--- src/rtl/tcphp_pkg.sv ---
// ----------------------------------------------------------------------------
// tcphp_pkg
// Shared constants and types for the TCP header parser and checksum block.
// ----------------------------------------------------------------------------
package tcphp_pkg;

  localparam int LENGTH_BITS_DEF = 16;
  localparam int HDR_BYTES       = 20;
  localparam int CSUM_POS_HI     = 16;  // checksum bytes are left out of the sum
  localparam int CSUM_POS_LO     = 17;

  typedef logic [HDR_BYTES-1:0][7:0] hdr_t;

  typedef struct packed {
    logic        header_ok;
    logic [15:0] source_port;
    logic [15:0] dest_port;
    logic [31:0] seq_number;
    logic [31:0] ack_number;
    logic [7:0]  flag_bits;
    logic [15:0] window_size;
    logic [15:0] received_sum;
    logic [15:0] computed_sum;
    logic        sum_match;
    logic [15:0] payload_bytes;
  } res_t;

endpackage

--- src/rtl/tcphp_if.sv ---
// ----------------------------------------------------------------------------
// tcphp_in_if / tcphp_out_if
// Valid/ready channels for segment bytes and parse results.
// ----------------------------------------------------------------------------
interface tcphp_in_if;
  logic        valid;
  logic        ready;
  logic [7:0]  data_byte;
  logic        first_byte;
  logic        last_byte;
  logic [31:0] pseudo_sum;

  modport source (output valid, data_byte, first_byte, last_byte, pseudo_sum,
                  input ready);
  modport sink   (input valid, data_byte, first_byte, last_byte, pseudo_sum,
                  output ready);
endinterface

interface tcphp_out_if;
  logic        valid;
  logic        ready;
  logic        header_ok;
  logic [15:0] source_port;
  logic [15:0] dest_port;
  logic [31:0] seq_number;
  logic [31:0] ack_number;
  logic [7:0]  flag_bits;
  logic [15:0] window_size;
  logic [15:0] received_sum;
  logic [15:0] computed_sum;
  logic        sum_match;
  logic [15:0] payload_bytes;

  modport source (output valid, header_ok, source_port, dest_port, seq_number,
                  ack_number, flag_bits, window_size, received_sum,
                  computed_sum, sum_match, payload_bytes,
                  input ready);
  modport sink   (input valid, header_ok, source_port, dest_port, seq_number,
                  ack_number, flag_bits, window_size, received_sum,
                  computed_sum, sum_match, payload_bytes,
                  output ready);
endinterface

--- src/rtl/tcphp_result.sv ---
// ----------------------------------------------------------------------------
// tcphp_result
// Folds the segment sum, inverts it and lays out the header fields of one
// finished segment. Short segments give an all-zero result.
// ----------------------------------------------------------------------------
module tcphp_result #(
  parameter int LENGTH_BITS = tcphp_pkg::LENGTH_BITS_DEF
) (
  input  logic [31:0]            sum_acc,
  input  logic [LENGTH_BITS-1:0] total,
  input  tcphp_pkg::hdr_t        hdr,
  output tcphp_pkg::res_t        res
);

  localparam int PW = (LENGTH_BITS > 16) ? LENGTH_BITS : 16;

  logic [16:0]   fold1;
  logic [16:0]   fold2;
  logic [15:0]   calc;
  logic [15:0]   rx;
  logic [PW-1:0] pay_w;
  logic          long_enough;

  always_comb begin
    // two folds bring any 32-bit sum down to 16 bits
    fold1       = {1'b0, sum_acc[31:16]} + {1'b0, sum_acc[15:0]};
    fold2       = {16'd0, fold1[16]} + {1'b0, fold1[15:0]};
    calc        = ~fold2[15:0];
    rx          = {hdr[tcphp_pkg::CSUM_POS_HI], hdr[tcphp_pkg::CSUM_POS_LO]};
    long_enough = (total >= LENGTH_BITS'(tcphp_pkg::HDR_BYTES));
    pay_w       = PW'(total) - PW'(tcphp_pkg::HDR_BYTES);

    res = '0;
    if (long_enough) begin
      res.header_ok     = 1'b1;
      res.source_port   = {hdr[0], hdr[1]};
      res.dest_port     = {hdr[2], hdr[3]};
      res.seq_number    = {hdr[4], hdr[5], hdr[6], hdr[7]};
      res.ack_number    = {hdr[8], hdr[9], hdr[10], hdr[11]};
      res.flag_bits     = hdr[13];
      res.window_size   = {hdr[14], hdr[15]};
      res.received_sum  = rx;
      res.computed_sum  = calc;
      res.sum_match     = (rx == calc);
      res.payload_bytes = (pay_w > PW'(17'h0ffff)) ? 16'hffff : pay_w[15:0];
    end
  end

endmodule

--- src/rtl/tcp_header_parse_checksum.sv ---
// ----------------------------------------------------------------------------
// tcp_header_parse_checksum
// Takes a TCP segment one byte per item, captures the fixed header, keeps a
// ones-complement checksum and reports one result per segment.
// ----------------------------------------------------------------------------
// Throughput: one byte per cycle, set by the single accumulator add, while no
//   finished segment waits on a stalled result side. After the last byte is
//   accepted, the result passes input, segment snapshot and result registers.
// Reset: clears all valid flags, the byte count, the sum and the position
//   parity; header bytes need no clearing.
// ----------------------------------------------------------------------------
module tcp_header_parse_checksum #(
  parameter int LENGTH_BITS = tcphp_pkg::LENGTH_BITS_DEF
) (
  input logic         clk,
  input logic         rst_n,
  tcphp_in_if.sink    in_ch,
  tcphp_out_if.source out_ch
);

  localparam int HB = tcphp_pkg::HDR_BYTES;

  // input register
  logic        v1_r;
  logic [7:0]  byte1_r;
  logic        first1_r;
  logic        last1_r;
  logic [31:0] pseudo1_r;

  // running segment state
  logic [LENGTH_BITS-1:0] cnt_r, cnt_nxt;
  logic [31:0]            acc_r, acc_nxt;
  logic                   odd_r, odd_nxt;
  tcphp_pkg::hdr_t        hdr_r, hdr_nxt;

  // finished segment snapshot
  logic                   v2_r;
  logic [31:0]            acc2_r;
  logic [LENGTH_BITS-1:0] cnt2_r;
  tcphp_pkg::hdr_t        hdr2_r;

  // result register
  logic            vo_r;
  tcphp_pkg::res_t res_r;
  tcphp_pkg::res_t res_nxt;

  logic out_free, s2_go, s2_free, s1_go, s1_free;

  logic [LENGTH_BITS-1:0] pos;
  logic [31:0]            base_acc;
  logic                   base_odd;
  logic [31:0]            addend;
  logic [32:0]            sum33;

  assign out_free = !vo_r || out_ch.ready;
  assign s2_go    = v2_r && out_free;
  assign s2_free  = !v2_r || s2_go;
  assign s1_go    = v1_r && (!last1_r || s2_free);
  assign s1_free  = !v1_r || s1_go;

  assign in_ch.ready = s1_free;

  // segment state update for the byte in the input register
  always_comb begin
    pos      = first1_r ? '0 : cnt_r;
    base_acc = first1_r ? pseudo1_r : acc_r;
    base_odd = first1_r ? 1'b0 : odd_r;
    addend   = base_odd ? {24'd0, byte1_r} : {16'd0, byte1_r, 8'd0};
    sum33    = {1'b0, base_acc} + {1'b0, addend};
    if (pos == LENGTH_BITS'(tcphp_pkg::CSUM_POS_HI) ||
        pos == LENGTH_BITS'(tcphp_pkg::CSUM_POS_LO)) begin
      acc_nxt = base_acc;
    end else begin
      // end-around carry
      acc_nxt = sum33[31:0] + {31'd0, sum33[32]};
    end
    odd_nxt = !base_odd;
    cnt_nxt = (pos == '1) ? pos : pos + LENGTH_BITS'(1);
    for (int i = 0; i < HB; i++) begin
      hdr_nxt[i] = (pos == LENGTH_BITS'(i)) ? byte1_r : hdr_r[i];
    end
  end

  tcphp_result #(
    .LENGTH_BITS (LENGTH_BITS)
  ) u_result (
    .sum_acc (acc2_r),
    .total   (cnt2_r),
    .hdr     (hdr2_r),
    .res     (res_nxt)
  );

  // control state
  always_ff @(posedge clk) begin
    if (!rst_n) begin
      v1_r  <= 1'b0;
      v2_r  <= 1'b0;
      vo_r  <= 1'b0;
      cnt_r <= '0;
      acc_r <= '0;
      odd_r <= 1'b0;
    end else begin
      if (s1_free) v1_r <= in_ch.valid;
      if (s2_free) v2_r <= s1_go && last1_r;
      if (out_free) vo_r <= s2_go;
      if (s1_go) begin
        // restart after the last byte of a segment
        cnt_r <= last1_r ? '0 : cnt_nxt;
        acc_r <= last1_r ? '0 : acc_nxt;
        odd_r <= last1_r ? 1'b0 : odd_nxt;
      end
    end
  end

  // payload
  always_ff @(posedge clk) begin
    if (in_ch.valid && s1_free) begin
      byte1_r   <= in_ch.data_byte;
      first1_r  <= in_ch.first_byte;
      last1_r   <= in_ch.last_byte;
      pseudo1_r <= in_ch.pseudo_sum;
    end
    if (s1_go) hdr_r <= hdr_nxt;
    if (s1_go && last1_r && s2_free) begin
      acc2_r <= acc_nxt;
      cnt2_r <= cnt_nxt;
      hdr2_r <= hdr_nxt;
    end
    if (s2_go) res_r <= res_nxt;
  end

  assign out_ch.valid         = vo_r;
  assign out_ch.header_ok     = res_r.header_ok;
  assign out_ch.source_port   = res_r.source_port;
  assign out_ch.dest_port     = res_r.dest_port;
  assign out_ch.seq_number    = res_r.seq_number;
  assign out_ch.ack_number    = res_r.ack_number;
  assign out_ch.flag_bits     = res_r.flag_bits;
  assign out_ch.window_size   = res_r.window_size;
  assign out_ch.received_sum  = res_r.received_sum;
  assign out_ch.computed_sum  = res_r.computed_sum;
  assign out_ch.sum_match     = res_r.sum_match;
  assign out_ch.payload_bytes = res_r.payload_bytes;

  // short segments report nothing but zeros
  a_short_zero: assert property (@(posedge clk) disable iff (!rst_n)
    (vo_r && !res_r.header_ok) |-> (res_r.computed_sum == 16'd0 &&
      res_r.payload_bytes == 16'd0 && !res_r.sum_match &&
      res_r.source_port == 16'd0 && res_r.received_sum == 16'd0))
    else $error("short segment result not cleared");

  a_match: assert property (@(posedge clk) disable iff (!rst_n)
    (vo_r && res_r.header_ok) |->
      (res_r.sum_match == (res_r.received_sum == res_r.computed_sum)))
    else $error("sum_match disagrees with the checksums");

  a_snapshot_only_on_last: assert property (@(posedge clk) disable iff (!rst_n)
    (s2_free && !(s1_go && last1_r)) |=> !v2_r)
    else $error("segment snapshot taken without a last byte");

  a_reset_idle: assert property (@(posedge clk)
    !rst_n |=> (!vo_r && !v2_r && !v1_r))
    else $error("pipeline not empty after reset");

endmodule

--- src/flat_wrapper.sv ---
// flat-port wrapper written by rule: the top's interface ports become plain ports
module tcp_header_parse_checksum_flat 
#(
  parameter int LENGTH_BITS = tcphp_pkg::LENGTH_BITS_DEF
)
  (clk, rst_n, in_ch_valid, in_ch_data_byte, in_ch_first_byte, in_ch_last_byte, in_ch_pseudo_sum, in_ch_ready, out_ch_valid, out_ch_header_ok, out_ch_source_port, out_ch_dest_port, out_ch_seq_number, out_ch_ack_number, out_ch_flag_bits, out_ch_window_size, out_ch_received_sum, out_ch_computed_sum, out_ch_sum_match, out_ch_payload_bytes, out_ch_ready);
  tcphp_in_if in_ch_i ();
  tcphp_out_if out_ch_i ();
  input logic clk;
  input logic rst_n;
  input wire logic [$bits(in_ch_i.valid)-1:0] in_ch_valid;
  input wire logic [$bits(in_ch_i.data_byte)-1:0] in_ch_data_byte;
  input wire logic [$bits(in_ch_i.first_byte)-1:0] in_ch_first_byte;
  input wire logic [$bits(in_ch_i.last_byte)-1:0] in_ch_last_byte;
  input wire logic [$bits(in_ch_i.pseudo_sum)-1:0] in_ch_pseudo_sum;
  output wire logic [$bits(in_ch_i.ready)-1:0] in_ch_ready;
  output wire logic [$bits(out_ch_i.valid)-1:0] out_ch_valid;
  output wire logic [$bits(out_ch_i.header_ok)-1:0] out_ch_header_ok;
  output wire logic [$bits(out_ch_i.source_port)-1:0] out_ch_source_port;
  output wire logic [$bits(out_ch_i.dest_port)-1:0] out_ch_dest_port;
  output wire logic [$bits(out_ch_i.seq_number)-1:0] out_ch_seq_number;
  output wire logic [$bits(out_ch_i.ack_number)-1:0] out_ch_ack_number;
  output wire logic [$bits(out_ch_i.flag_bits)-1:0] out_ch_flag_bits;
  output wire logic [$bits(out_ch_i.window_size)-1:0] out_ch_window_size;
  output wire logic [$bits(out_ch_i.received_sum)-1:0] out_ch_received_sum;
  output wire logic [$bits(out_ch_i.computed_sum)-1:0] out_ch_computed_sum;
  output wire logic [$bits(out_ch_i.sum_match)-1:0] out_ch_sum_match;
  output wire logic [$bits(out_ch_i.payload_bytes)-1:0] out_ch_payload_bytes;
  input wire logic [$bits(out_ch_i.ready)-1:0] out_ch_ready;
  assign in_ch_i.valid = in_ch_valid;
  assign in_ch_i.data_byte = in_ch_data_byte;
  assign in_ch_i.first_byte = in_ch_first_byte;
  assign in_ch_i.last_byte = in_ch_last_byte;
  assign in_ch_i.pseudo_sum = in_ch_pseudo_sum;
  assign in_ch_ready = in_ch_i.ready;
  assign out_ch_valid = out_ch_i.valid;
  assign out_ch_header_ok = out_ch_i.header_ok;
  assign out_ch_source_port = out_ch_i.source_port;
  assign out_ch_dest_port = out_ch_i.dest_port;
  assign out_ch_seq_number = out_ch_i.seq_number;
  assign out_ch_ack_number = out_ch_i.ack_number;
  assign out_ch_flag_bits = out_ch_i.flag_bits;
  assign out_ch_window_size = out_ch_i.window_size;
  assign out_ch_received_sum = out_ch_i.received_sum;
  assign out_ch_computed_sum = out_ch_i.computed_sum;
  assign out_ch_sum_match = out_ch_i.sum_match;
  assign out_ch_payload_bytes = out_ch_i.payload_bytes;
  assign out_ch_i.ready = out_ch_ready;
  tcp_header_parse_checksum #(.LENGTH_BITS(LENGTH_BITS)) u_core (.clk(clk), .rst_n(rst_n), .in_ch(in_ch_i), .out_ch(out_ch_i));
endmodule
--- config.mk ---
export PLATFORM = sky130hd
export DESIGN_NAME = tcp_header_parse_checksum_flat
export DESIGN_NICKNAME = d
export VERILOG_FILES = /design/src/rtl/tcphp_pkg.sv /design/src/rtl/tcphp_if.sv /design/src/rtl/tcphp_result.sv /design/src/rtl/tcp_header_parse_checksum.sv /design/src/flat_wrapper.sv
export SDC_FILE = /design/constraint.sdc
export NUM_CORES = 1
export LEC_CHECK = 0
export BUFFER_PORTS_ARGS = -buffer_cell sky130_fd_sc_hd__buf_2
export CELL_PAD_IN_SITES_DETAIL_PLACEMENT = 1
export CELL_PAD_IN_SITES_GLOBAL_PLACEMENT = 1
export CORE_AREA = 4 4 326 232
export DETAILED_ROUTE_END_ITERATION = 8
export DIE_AREA = 0 0 330 236
export GPL_TIMING_DRIVEN = 0
export PLACE_DENSITY = 0.64
export SLEW_MARGIN = 20
export SYNTH_ARGS = -nofsm -noshare
export SYNTH_HDL_FRONTEND = slang
export SYNTH_SLANG_ARGS = --single-unit
export TNS_END_PERCENT = 50
--- constraint.sdc ---
create_clock -name clk -period 11.92 [get_ports clk]
set_input_delay 1.192 -clock clk [delete_from_list [all_inputs] [get_ports clk]]
set_output_delay 1.192 -clock clk [all_outputs]
set_load 0.05 [all_outputs]
==> Word-level counts from Yosys, hierarchy flattened <==
Cells that the tools add are included.
{ "word_totals": {"output_inout_bits": 172, "regBits": 584, "wordCells": 128} }
{ "classes": {"addsub": 6, "bitwise": 1, "reduce_logical": 16, "mux": 28, "n_eq_ne": 18, "magnitude_cmp": 2} }
{ "op_table": {"columns": ["cell", "n"], "rows": [
  ["two-way mux 170 bit", 1],
  ["two-way mux 8 bit", 17],
  ["equality test 16 x 4 -> 1 bit, second input constant", 7],
  ["two-way mux 32 bit", 3],
  ["two-way mux 16 bit", 5],
  ["equality test 16 x 3 -> 1 bit, second input constant", 4],
  ["adder 32 x 32 -> 33 bit", 1],
  ["adder 32 x 1 -> 32 bit", 1],
  ["equality test 16 x 2 -> 1 bit, second input constant", 2],
  ["equality test 16 x 5 -> 1 bit, second input constant", 2],
  ["adder 16 x 16 -> 17 bit", 1],
  ["adder 1 x 16 -> 16 bit", 1],
  ["adder 16 x 1 -> 16 bit, second input constant", 1],
  ["equality test 16 x 1 -> 1 bit, second input constant", 1],
  ["equality test 16 bit", 1],
  ["equality test 16 bit, second input constant", 1],
  ["greater-or-equal comparator 16 x 5 -> 1 bit, second input constant", 1],
  ["greater-than comparator 16 bit, second input constant", 1],
  ["logical NOT 16 bit", 1],
  ["inverter 16 bit", 1],
  ["subtractor 16 x 5 -> 16 bit, second input constant", 1],
  ["logical AND 1 bit", 5],
  ["logical NOT 1 bit", 5],
  ["logical OR 1 bit", 5],
  ["two-way mux 1 bit", 2]
]} }

==> Longest topological paths before layout <==
Gate-level depths: netlist (run 1).
{ "depth": {"depth_word": 8, "depth_mapped": 26, "ltp_nobuf": 23} }

==> Modules after synthesis <==
A second synthesis (run 1) with hierarchy kept.
{ "hier_totals": {"cells_unflattened": 1960, "hier_area_um2": 28041.9} }
{ "modules_own_cells": {"columns": ["mod", "cells_per_inst", "n_inst", "area_each_um2", "seq_area_each_um2"], "rows": [
  ["tcp_header_parse_checksum", 1562, 1, 25348.1, 18457.7],
  ["tcphp_result", 398, 1, 2693.8, 0.0]
]} }

==> Least setup slack after synthesis (run 1) <==
OpenSTA, ideal clock, no wires.
{ "synth_path": {"kind": "input -> register", "startpoint": "input port out_ch_ready", "endpoint": "register u_core.acc2_r[0] (enable)", "path_buffers": 0, "setup_slack_ns": 2.100, "setup_time_ns": 0.730, "arrival_time_ns": 9.089, "stages": 3, "cell_sequence": "nor2b_1 > and2_1 > nor2_1"} }
{ "synth_between": {"elab_chain_cells": 7} }
{ "synth_lines": {"columns": ["item", "line", "rtl"], "rows": [
  ["start: declaration", "flat_wrapper.sv:29", "input wire logic [$bits(out_ch_i.ready)-1:0] out_ch_ready;"],
  ["logical OR 1 bit (*)", "tcp_header_parse_checksum.sv:55", "assign out_free = !vo_r || out_ch.ready;"],
  ["logical AND 1 bit (*)", "tcp_header_parse_checksum.sv:56", "assign s2_go = v2_r && out_free;"],
  ["logical OR 1 bit (*)", "tcp_header_parse_checksum.sv:57", "assign s2_free = !v2_r || s2_go;"],
  ["logical OR 1 bit", "tcp_header_parse_checksum.sv:58", "assign s1_go = v1_r && (!last1_r || s2_free);"],
  ["logical AND 1 bit", "tcp_header_parse_checksum.sv:58", null],
  ["logical AND 1 bit", "tcp_header_parse_checksum.sv:124", "if (s1_go && last1_r && s2_free) begin"],
  ["logical AND 1 bit (*)", "tcp_header_parse_checksum.sv:124", null],
  ["end signal: assignment", "tcp_header_parse_checksum.sv:125", "acc2_r <= acc_nxt;"],
  ["end: declaration", "tcp_header_parse_checksum.sv:38", "logic [31:0] acc2_r;"]
]} }
Mark *: on every way between the ends. The rest lies on a longest branch, timed or not.
A chain may end at the register's enable or synchronous reset.

==> Final worst setup path (run 1) <==
{ "layout_path": {"startpoint": "register u_core.first1_r", "endpoint": "register u_core.acc_r[31]"} }
{ "layout_between": {"elab_chain_cells": 6, "word_cells_on_any_way": 11, "cone_classes": "2 x add/sub; 2 x eq/ne; 6 x mux; 1 x reduce/logical"} }
{ "layout_lines": {"columns": ["item", "line", "rtl"], "rows": [
  ["start: declaration", "tcp_header_parse_checksum.sv:26", "logic first1_r;"],
  ["start signal: assignment", "tcp_header_parse_checksum.sv:119", "first1_r <= in_ch.first_byte;"],
  ["two-way mux 1 bit", "tcp_header_parse_checksum.sv:67", "base_odd = first1_r ? 1'b0 : odd_r;"],
  ["two-way mux 16 bit", "tcp_header_parse_checksum.sv:68", "addend = base_odd ? {24'd0, byte1_r} : {16'd0, byte1_r, 8'd0};"],
  ["adder 32 x 32 -> 33 bit", "tcp_header_parse_checksum.sv:69", "sum33 = {1'b0, base_acc} + {1'b0, addend};"],
  ["adder 32 x 1 -> 32 bit", "tcp_header_parse_checksum.sv:75", "acc_nxt = sum33[31:0] + {31'd0, sum33[32]};"],
  ["two-way mux 32 bit (*)", "tcp_header_parse_checksum.sv:70", "if (pos == LENGTH_BITS'(tcphp_pkg::CSUM_POS_HI) ||"],
  ["net u_core.acc_nxt[31]", "tcp_header_parse_checksum.sv:32", "logic [31:0] acc_r, acc_nxt;"],
  ["two-way mux 32 bit (*)", "tcp_header_parse_checksum.sv:109", "acc_r <= last1_r ? '0 : acc_nxt;"],
  ["end signal: assignment", "tcp_header_parse_checksum.sv:109", null],
  ["end: declaration", "tcp_header_parse_checksum.sv:32", null]
]} }
The timed path passes the listed nets; every way through them passes the cells marked *.

==> flow_summary.json, run 1 <==
{
  "gp_congestion": 0.910,
  "numCtsBuffers": 59,
  "cp_max_fo": 10,
  "syn_inst": 1831,
  "yosysMostFrequentCell": "edfxtp_1",
  "fin_ws_ns": 2.78,
  "dpl_worst_slack_ns": 2.83,
  "synth_area_leaders": "edfxtp_1 62%, mux2_2 7.3%, dfxtp_1 4.0%, and2_1 3.8%, ha_1 2.0%",
  "rsz0062_at_grt": "false",
  "finClkSkew_ns": 0.0218,
  "syn_nets": 1921,
  "cts-root-buf": "clkbuf_16",
  "synthFlopType": "edfxtp_1",
  "post_cts_buffers": 0,
  "syn_area_mm2": 0.0259,
  "max_freq_mhz": 109,
  "relSlewSlack_pct": 29.4,
  "fin_util_pct": 42.3,
  "ys_top_cells_by_count": "532 x edfxtp_1, 167 x mux2_2, 157 x and2_1",
  "num-fill-cells": 7418,
  "yosysSeqAreaShare_pct": 65.7,
  "setup.worst_path.start_class": "register",
  "setup_viol": 0,
  "synth_edf_count": 532,
  "yosys.area.top_type": "edfxtp_1",
  "tns_ns": 0,
  "power_mw": 4.77,
  "grt_max_degree": 78,
  "cp.arrival_ns": 9.68,
  "grt_use_total_pct": 18.5,
  "maxCapViolations": 0,
  "clockBufferDepth": 3,
  "synthDominantCellAreaShare_pct": 61.7,
  "ir_drop_v": 0.000104,
  "die_h_um": 236,
  "synthArstFlopShare_pct": 0,
  "std_cell_rows": 83,
  "wl_mm": 73.1,
  "clk_latency_ns": 0.65,
  "hp-class": "reg -> reg",
  "cts_tree": "done",
  "port_buffers": 217,
  "place_hpwl_mm": 52.8,
  "syn_to_final_growth_pct": 18.7,
  "path_clk_slew_ns": 0.07,
  "dieArea_mm2": 0.0779,
  "via_per_inst": 5.18,
  "start_util_pct": 35.7,
  "required_ns": 12.46,
  "leakage_nw": 10.2,
  "setup.worst_path.end_class": "register",
  "power_density_mw_per_mm2": 155,
  "antenna_found_initial": 10,
  "outcome": "finished, final reports clean",
  "route.detailed.drc": 0,
  "nNetsFinal": 2217,
  "synth-seq-cells": 584,
  "ys_types": 83,
  "coreArea_mm2": 0.0726,
  "io_pins": 218,
  "crit_type": "reg -> reg",
  "fin_crit_sh_pct": 76.7,
  "grt_pass1_vias": 16900,
  "h-tree-depth": 2,
  "drive_above_1_share_pct": 24.7,
  "grt_pass1_wl_mm": 108,
  "grt-ovfl-total": 0,
  "antenna_left": 0,
  "ctsResizeCount": 0,
  "vias": 16300,
  "maxSlewViolCount": 0,
  "first_pass_iters": 5,
  "dp.cells": 3043,
  "die_x_um": 330,
  "final_cells": 3154,
  "avgSynthCellArea_um2": 14.1,
  "tightest_slew_ns": 1.05,
  "hold_violations": 0,
  "finalCriticalPeriod_ns": 9.14,
  "drt-initial-drc-count": 1194,
  "cts_sinks": 584,
  "wire_per_inst_um": 23.2,
  "ys_warn_count": 0,
  "cts-hold-fix-buffers": 0
}
## final cells by class
type / count / area (um2) / share of cell area (%)
Sequential cell: 584 / 17000 / 55.4
Clock buffer: 68 / 1560 / 5.08
Tap cell: 977 / 1220 / 3.98
Clock inverter: 41 / 517 / 1.68
Multi-Input combinational cell: 1146 / 8520 / 27.7
Buffer: 77 / 310 / 1.01
Inverter: 24 / 97.6 / 0.317
Antenna cell: 2 / 5.00 / 0.0163
Timing Repair Buffer: 235 / 1490 / 4.85
## per-stage QoR
stage                     instance area (um2)  hold WS, ns
after CTS                               30700        0.479
final                                   30700        0.490
after global routing                    30700        0.500
after floorplan                         25900        0.438
after global placement                  28200        0.462
after detailed placement                28700        0.470
## registers in the layout (all words and copies together) (netlist names), 8 cells and up
signal	flops
u_core.hdr2_r	136
u_core.out_ch.dest_port	16
u_core.hdr_r	136
u_core.out_ch.window_size	16
u_core.out_ch.ack_number	32
u_core.out_ch.seq_number	32
u_core.cnt2_r	16
u_core.acc_r	32
u_core.acc2_r	32
u_core.out_ch.payload_bytes	16
u_core.out_ch.computed_sum	16
u_core.out_ch.received_sum	16
u_core.cnt_r	16
u_core.pseudo1_r	32
u_core.out_ch.flag_bits	8
u_core.byte1_r	8
u_core.out_ch.source_port	16
## power breakdown
group | switching [mW] | total (mW) | internal, mW
clock | 0.825 | 1.99 | 1.16
combinational | 0.320 | 0.470 | 0.149
sequential | 0.0242 | 2.32 | 2.29
## cells in the final DEF, fill, tap and decap left out, types with 21 or more instances in the layout
cell type and n:
nor2b_1 57, edfxtp_1 532, nand3_1 36, buf_2 225, ha_1 42, clkbuf_1 59, a21oi_1 63, xor2_1 37
o21ai_0 35, nor3_1 28, inv_1 23, mux2_2 167, and2_1 157, clkbuf_16 60, nand2_1 75, nor2_1 89
dfxtp_1 52, xnor2_1 60, nand4_1 21, a22oi_1 31
## path summary, 6_finish.rpt
kind	slack [ns]	start	end	depth (start not counted)
worst min-delay path	0.49	u_core.acc_r[25]$_SDFFE_PN0P_	u_core.acc_r[25]$_SDFFE_PN0P_	2
worst max-delay path	2.78	u_core.first1_r$_DFFE_PP_	u_core.acc_r[31]$_SDFFE_PN0P_	24
worst min register to register	0.49	u_core.acc_r[25]$_SDFFE_PN0P_	u_core.acc_r[25]$_SDFFE_PN0P_	2
worst max register to register	2.78	u_core.first1_r$_DFFE_PP_	u_core.acc_r[31]$_SDFFE_PN0P_	24
## metal layers
metal	up-vias	GRT usage, %	wire (um)
met5	-	0	34
met4	6	4.16	1440
met3	87	3.86	4570
met2	411	27.7	31700
met1	8318	27.8	35400
li1	7504	-	-
## critical path: stages, from the launching register on
cell      delay, ns
edfxtp_1       0.32
buf_4          0.17
buf_6          0.21
buf_2          0.27
buf_2          0.36
buf_1          0.59
clkbuf_1       0.71
nor2b_1        0.41
clkbuf_1       0.31
and2_1         0.22
ha_1           0.41
and3_1         0.19
a221o_1        0.31
nand4_1        0.44
a21boi_1       0.62
and4b_1        0.40
ha_1           0.20
nand3_1        0.12
nor3_1         0.66
nand4_1        0.16
nor4_1         0.48
nor3b_1        0.70
a41oi_1        0.27
xor2_1         0.22
a32o_1         0.22
## cells by family (layout without fill, tap and decap cells)
family | count (synthesis) | in the layout | synth area share, %
flops | 584 | 584 | 65.7
simple gates | 571 | 571 | 12.6
compound gates | 251 | 251 | 6.71
mux | 180 | 180 | 7.76
buf+inv | 101 | 445 | 1.55
xor+xnor | 100 | 100 | 3.53
fa+ha+maj | 44 | 44 | 2.18
other cells | 0 | 2 | 0
(Power assumes the default switching activity.)
==> run 2: changes to the inputs <==
==> constraint.sdc (replaced) <==
create_clock -name clk -period 9.51 [get_ports clk]
set_input_delay 0.951 -clock clk [delete_from_list [all_inputs] [get_ports clk]]
set_output_delay 0.951 -clock clk [all_outputs]
set_load 0.05 [all_outputs]
==> run 2 against run 1 <==
Compared with the run above: worst hold slack worse by 0.0058 ns; combinational power is 24% higher; sequential power is 25% higher; final area is 0.85% lower; register-to-register slack worse by 2.2 ns; power is 20% higher.
==> flow_summary.json, run 2 (same netlist as run 1, synthesis figures left out) <==
{
  "maxCapViolations": 0,
  "max_freq_mhz": 112,
  "tightest_slew_ns": 1.09,
  "cp.arrival_ns": 9.27,
  "max_stage_delay_ns": 0.79,
  "p_switching_mw": 1.44,
  "io_pins": 218,
  "final_cells": 3147,
  "path_clk_slew_ns": 0.07,
  "placed_area_mm2": 0.0286,
  "h-tree-depth": 2,
  "drt-initial-drc-count": 1176,
  "wire_per_inst_um": 23.2,
  "antenna_found_initial": 4,
  "pwr-share-seq_pct": 50.6,
  "setup_viol": 0,
  "coreArea_mm2": 0.0726,
  "cpMostUsedCell": "ha_1",
  "setup.worst_path.start_class": "register",
  "place_hpwl_mm": 52.1,
  "hp-class": "reg -> reg",
  "cp_max_fo": 10,
  "antenna_left": 0,
  "grt-ovfl-total": 0,
  "nNetsFinal": 2214,
  "largestRegisters": "u_core.hdr2_r x136, u_core.hdr_r x136",
  "std_cell_rows": 83,
  "fin_crit_sh_pct": 93.7,
  "gp_congestion": 0.891,
  "final_common_cell": "edfxtp_1",
  "grt_pass1_vias": 17000,
  "grt_use_total_pct": 18.4,
  "crit_slowest_cell": "nor2b_1",
  "outcome": "finished, final reports clean",
  "required_ns": 9.87,
  "fin_util_pct": 42.0,
  "power_mw": 5.74,
  "die_h_um": 236,
  "hold_violations": 0,
  "route.detailed.drc": 0,
  "stdcell_area_mm2": 0.0305,
  "start_util_pct": 35.7,
  "fin_ws_ns": 0.597,
  "wl_mm": 72.9,
  "first_pass_iters": 5,
  "cts-hold-fix-buffers": 0,
  "finClkSkew_ns": 0.0194,
  "rsz0062_at_grt": "false",
  "numCtsBuffers": 57,
  "relSlewSlack_pct": 27.3,
  "leakage_nw": 10.1,
  "dpl_worst_slack_ns": 0.315,
  "clk_latency_ns": 0.63,
  "maxSlewViolCount": 0,
  "seqCellArea_mm2": 0.0170,
  "cts_sinks": 584,
  "dp.cells": 3042,
  "clockBufferDepth": 3,
  "port_buffers": 217,
  "die_x_um": 330,
  "via_per_inst": 5.18,
  "grt_pass1_wl_mm": 108,
  "multi_input_area_mm2": 0.00852,
  "cts-root-buf": "clkbuf_16",
  "setup.worst_path.end_class": "register",
  "p_comb_share_pct": 10.2,
  "ir_drop_v": 0.000135,
  "pwr-share-clk_pct": 39.2,
  "p_int_mw": 4.30,
  "dieArea_mm2": 0.0779,
  "drive_above_1_share_pct": 24.4,
  "finalCriticalPeriod_ns": 8.91,
  "power_density_mw_per_mm2": 188,
  "cts_tree": "done",
  "switching_share_pct": 25.1,
  "crit_type": "reg -> reg",
  "grt_max_degree": 91,
  "syn_to_final_growth_pct": 17.7,
  "vias": 16300,
  "num-fill-cells": 7463,
  "layout_common_cells": "532 x edfxtp_1, 225 x buf_2, 167 x mux2_2"
}
==> run 2: worst max-delay path: cells and delay by family (launching register included) <==
family,cells,cell delay [ns]
DFF,1,0.36
buffers and inverters,7,1.96
and+or+nand+nor,10,4.10
adders and majority gates,4,0.80
AOI/OAI and AO/OA,5,1.41
==> run 2: through the flow <==
stage	hold WS, ns	setup TNS (ns)
3_5_place_dp	0.479	0
6_report	0.484	0
2_1_floorplan	0.438	0
5_1_grt	0.460	0
4_1_cts	0.453	0
3_3_place_gp	0.465	-576.26
==> run 2: final cells by class <==
cell class / count / area share, %
Clock buffer: 64 / 4.77
Antenna cell: 1 / 0.00821
Multi-Input combinational cell: 1146 / 28.0
Sequential cell: 584 / 55.8
Tap cell: 977 / 4.01
Inverter: 24 / 0.320
Buffer: 77 / 1.02
Timing Repair Buffer: 234 / 4.83
Clock inverter: 40 / 1.25
==> run 2: path summary, 6_finish.rpt <==
path	start	to	slack, ns	depth (start not counted)
min reg2reg	u_core.acc_r[27]$_SDFFE_PN0P_	u_core.acc_r[27]$_SDFFE_PN0P_	0.48	2
min	u_core.acc_r[27]$_SDFFE_PN0P_	u_core.acc_r[27]$_SDFFE_PN0P_	0.48	2
max reg2reg	u_core.first1_r$_DFFE_PP_	u_core.acc2_r[30]$_DFFE_PP_	0.60	26
max	u_core.first1_r$_DFFE_PP_	u_core.acc2_r[30]$_DFFE_PP_	0.60	26
==> run 2: metal layers <==
metal | GRT usage [%] | up-vias | routed length, um
li1 | - | 7480 | -
met1 | 27.2 | 8287 | 35000
met2 | 27.6 | 446 | 32000
met3 | 4.25 | 83 | 4720
met4 | 3.79 | 4 | 1180
met5 | 0 | - | 32
==> run 2: what timing repair did <==
action / in CTS / in global routing
resized for setup: 0 / 3
buffers inserted: 0 / 0
endpoints found under the setup margin: 0 / 15
==> run 2: power by group through the flow <==
stage	Sequential [mW]	Clock (mW)	Combinational [mW]
3_3_place_gp	2.98	0	0.551
5_1_grt	2.91	2.44	0.634
3_5_place_dp	2.96	0	0.581
4_1_cts	2.90	2.32	0.585
6_report	2.90	2.25	0.584
2_1_floorplan	3.00	0	0.332
==> run 3: changes to the inputs <==
--- a/config.mk
+++ b/config.mk
@@ -5,6 +5,7 @@
 export SDC_FILE = /design/constraint.sdc
 export NUM_CORES = 1
 export LEC_CHECK = 0
+export ABC_AREA = 0
 export BUFFER_PORTS_ARGS = -buffer_cell sky130_fd_sc_hd__buf_2
 export CELL_PAD_IN_SITES_DETAIL_PLACEMENT = 1
 export CELL_PAD_IN_SITES_GLOBAL_PLACEMENT = 1
@@ -12,6 +13,7 @@
 export DETAILED_ROUTE_END_ITERATION = 8
 export DIE_AREA = 0 0 330 236
 export GPL_TIMING_DRIVEN = 0
+export MAX_ROUTING_LAYER = met4
 export PLACE_DENSITY = 0.64
 export SLEW_MARGIN = 20
 export SYNTH_ARGS = -nofsm -noshare
==> run 3 against run 2 <==
Compared with the run above: register-to-register slack gained 0.16 ns; maximum frequency is 1.9% higher; sequential cell count did not move; power increased by 2.2%; clock-buffer cell count up 7.
==> flow_summary.json, run 3 (same netlist as run 1, synthesis figures left out) <==
{
  "power_density_mw_per_mm2": 191,
  "wl_mm": 72.9,
  "cp.arrival_ns": 9.09,
  "max_stage_delay_ns": 0.71,
  "syn_to_final_growth_pct": 18.5,
  "ir_drop_v": 0.000180,
  "grt_pass1_wl_mm": 108,
  "crit-reg2reg-launch": "u_core.first1_r$_DFFE_PP_",
  "numCtsBuffers": 60,
  "final_cells": 3159,
  "setup.worst_path.start_class": "register",
  "path_cells": "buf_4 -> buf_6 -> buf_2 -> buf_2 -> clkdlybuf4s15_1 -> nor2b_2 -> clkbuf_1 -> and2_1 -> ha_1 -> fa_1 -> a21o_1 -> a221o_1 -> nand4_1 -> a21boi_1 -> and4b_1 -> ha_1 -> nand3_1 -> nor3_1 -> nand4_1 -> nor4_1 -> nor3b_1 -> nand2_1 -> xnor2_1 -> mux2i_1",
  "fin_util_pct": 42.3,
  "crit_start": "u_core.first1_r$_DFFE_PP_",
  "port_buffers": 217,
  "required_ns": 9.85,
  "worstSetupEndpoint": "u_core.acc2_r[25]$_DFFE_PP_",
  "nNetsFinal": 2217,
  "hold_violations": 0,
  "drive_above_1_share_pct": 24.8,
  "route.detailed.drc": 0,
  "maxCapViolations": 0,
  "gp_congestion": 0.906,
  "grt_use_total_pct": 18.9,
  "place_hpwl_mm": 52.6,
  "via_per_inst": 5.15,
  "max_freq_mhz": 114,
  "antenna_left": 0,
  "clk_latency_ns": 0.64,
  "num-fill-cells": 7486,
  "ff2ff_path_depth": 24,
  "dpl_worst_slack_ns": 0.337,
  "placed_area_mm2": 0.0287,
  "layout_common_cells": "532 x edfxtp_1, 225 x buf_2, 167 x mux2_2",
  "crit_type": "reg -> reg",
  "rsz0062_at_grt": "false",
  "ctsResizeCount": 0,
  "gr-usage-met2_pct": 27.8,
  "die_x_um": 330,
  "antenna_found_initial": 3,
  "largestRegisters": "u_core.hdr2_r x136, u_core.hdr_r x136",
  "grt_pass1_vias": 16800,
  "h-tree-depth": 2,
  "finClkSkew_ns": 0.0116,
  "fin_ws_ns": 0.761,
  "cp_max_fo": 19,
  "finalCriticalPeriod_ns": 8.75,
  "r2r-end": "u_core.acc2_r[25]$_DFFE_PP_",
  "setup.worst_path.end_class": "register",
  "maxSlewViolCount": 0,
  "tightest_slew_ns": 1.07,
  "stdcell_area_mm2": 0.0307,
  "cts_tree": "done",
  "die_h_um": 236,
  "leakage_nw": 10.1,
  "relSlewSlack_pct": 28.3,
  "io_pins": 218,
  "coreArea_mm2": 0.0726,
  "hp-class": "in -> reg",
  "clockBufferDepth": 3,
  "wire_per_inst_um": 23.1,
  "vias": 16300,
  "drt-initial-drc-count": 1288,
  "setup_viol": 0,
  "grt-ovfl-total": 0,
  "start_util_pct": 35.7,
  "first_pass_iters": 7,
  "r2r_setup_slack_ns": 0.76,
  "cts-hold-fix-buffers": 0,
  "grt_max_degree": 92,
  "gr-usage-met1_pct": 27.3,
  "path_clk_slew_ns": 0.07,
  "dieArea_mm2": 0.0779,
  "fin_crit_sh_pct": 92.0,
  "post_cts_buffers": 0,
  "cts_sinks": 584,
  "dp.cells": 3043,
  "std_cell_rows": 83,
  "final_common_cell": "edfxtp_1",
  "crit_slowest_cell": "nor3b_1",
  "cts-root-buf": "clkbuf_16",
  "outcome": "finished, final reports clean",
  "use_met3_pct": 3.71,
  "top_usage_layer": "met2"
}
run 3: cell types whose count changed in the layout (fill, tap and decap cells not counted), sizes merged:
| cell | previous run | this run |
|---|---|---|
| clkinv | 30 | 19 |
| clkinvlp | 3 | 11 |
| clkbuf | 118 | 124 |
| inv | 26 | 32 |
| diode | 1 | 3 |
| clkdlybuf4s15 | 0 | 1 |
run 3: worst min-delay path by stage:
stage                                              from                        endpoint  slack [ns]  cells after the start
final                               in_ch_pseudo_sum[3]   u_core.pseudo1_r[3]$_DFFE_PP_        0.48                      1
after global routing               in_ch_pseudo_sum[26]  u_core.pseudo1_r[26]$_DFFE_PP_        0.45                      1
after CTS                          in_ch_pseudo_sum[24]  u_core.pseudo1_r[24]$_DFFE_PP_        0.44                      1
after detailed placement  u_core.acc_r[25]$_SDFFE_PN0P_   u_core.acc_r[25]$_SDFFE_PN0P_        0.47                      2
after global placement    u_core.acc_r[25]$_SDFFE_PN0P_   u_core.acc_r[25]$_SDFFE_PN0P_        0.46                      2
after floorplan           u_core.acc_r[25]$_SDFFE_PN0P_   u_core.acc_r[25]$_SDFFE_PN0P_        0.44                      2
run 3: report_power, final:
part	leakage [nW]	switching [mW]	internal, mW
registers	5.03	0.0309	2.87
logic	4.16	0.396	0.188
clock network	0.943	1.04	1.34
run 3: routing by layer:
layer / routed length [um] / vias to the layer above
met2: 31800 / 445
met3: 4810 / 76
met1: 35000 / 8230
met4: 1260 / 0
li1: - / 7503
met5: 0 / -
run 3: worst max-delay path, delay by kind of cell (launching register included):
kind	cells	cell delay (ns)
compound gates	3	1.08
xor+xnor	1	0.23
fa+ha+maj	3	0.62
buf+inv	6	1.91
flops	1	0.36
mux	1	0.18
simple gates	10	3.98
run 3: per-stage QoR:
step | hold slack, ns | TNS, ns | power [mW]
2_1_floorplan | 0.438 | 0 | 3.34
3_3_place_gp | 0.463 | -567.74 | 3.53
3_5_place_dp | 0.471 | 0 | 3.54
4_1_cts | 0.442 | 0 | 5.94
5_1_grt | 0.447 | 0 | 6.10
6_report | 0.481 | 0 | 5.87
run 3: area by class of cell:
cell class	count	area, um2	share of cell area (%)
Sequential cell	584	17000	55.5
Timing Repair Buffer	235	1510	4.91
Tap cell	977	1220	3.98
Antenna cell	3	7.51	0.0245
Clock inverter	43	423	1.38
Buffer	76	313	1.02
Inverter	24	97.6	0.318
Multi-Input combinational cell	1146	8520	27.8
Clock buffer	71	1570	5.13
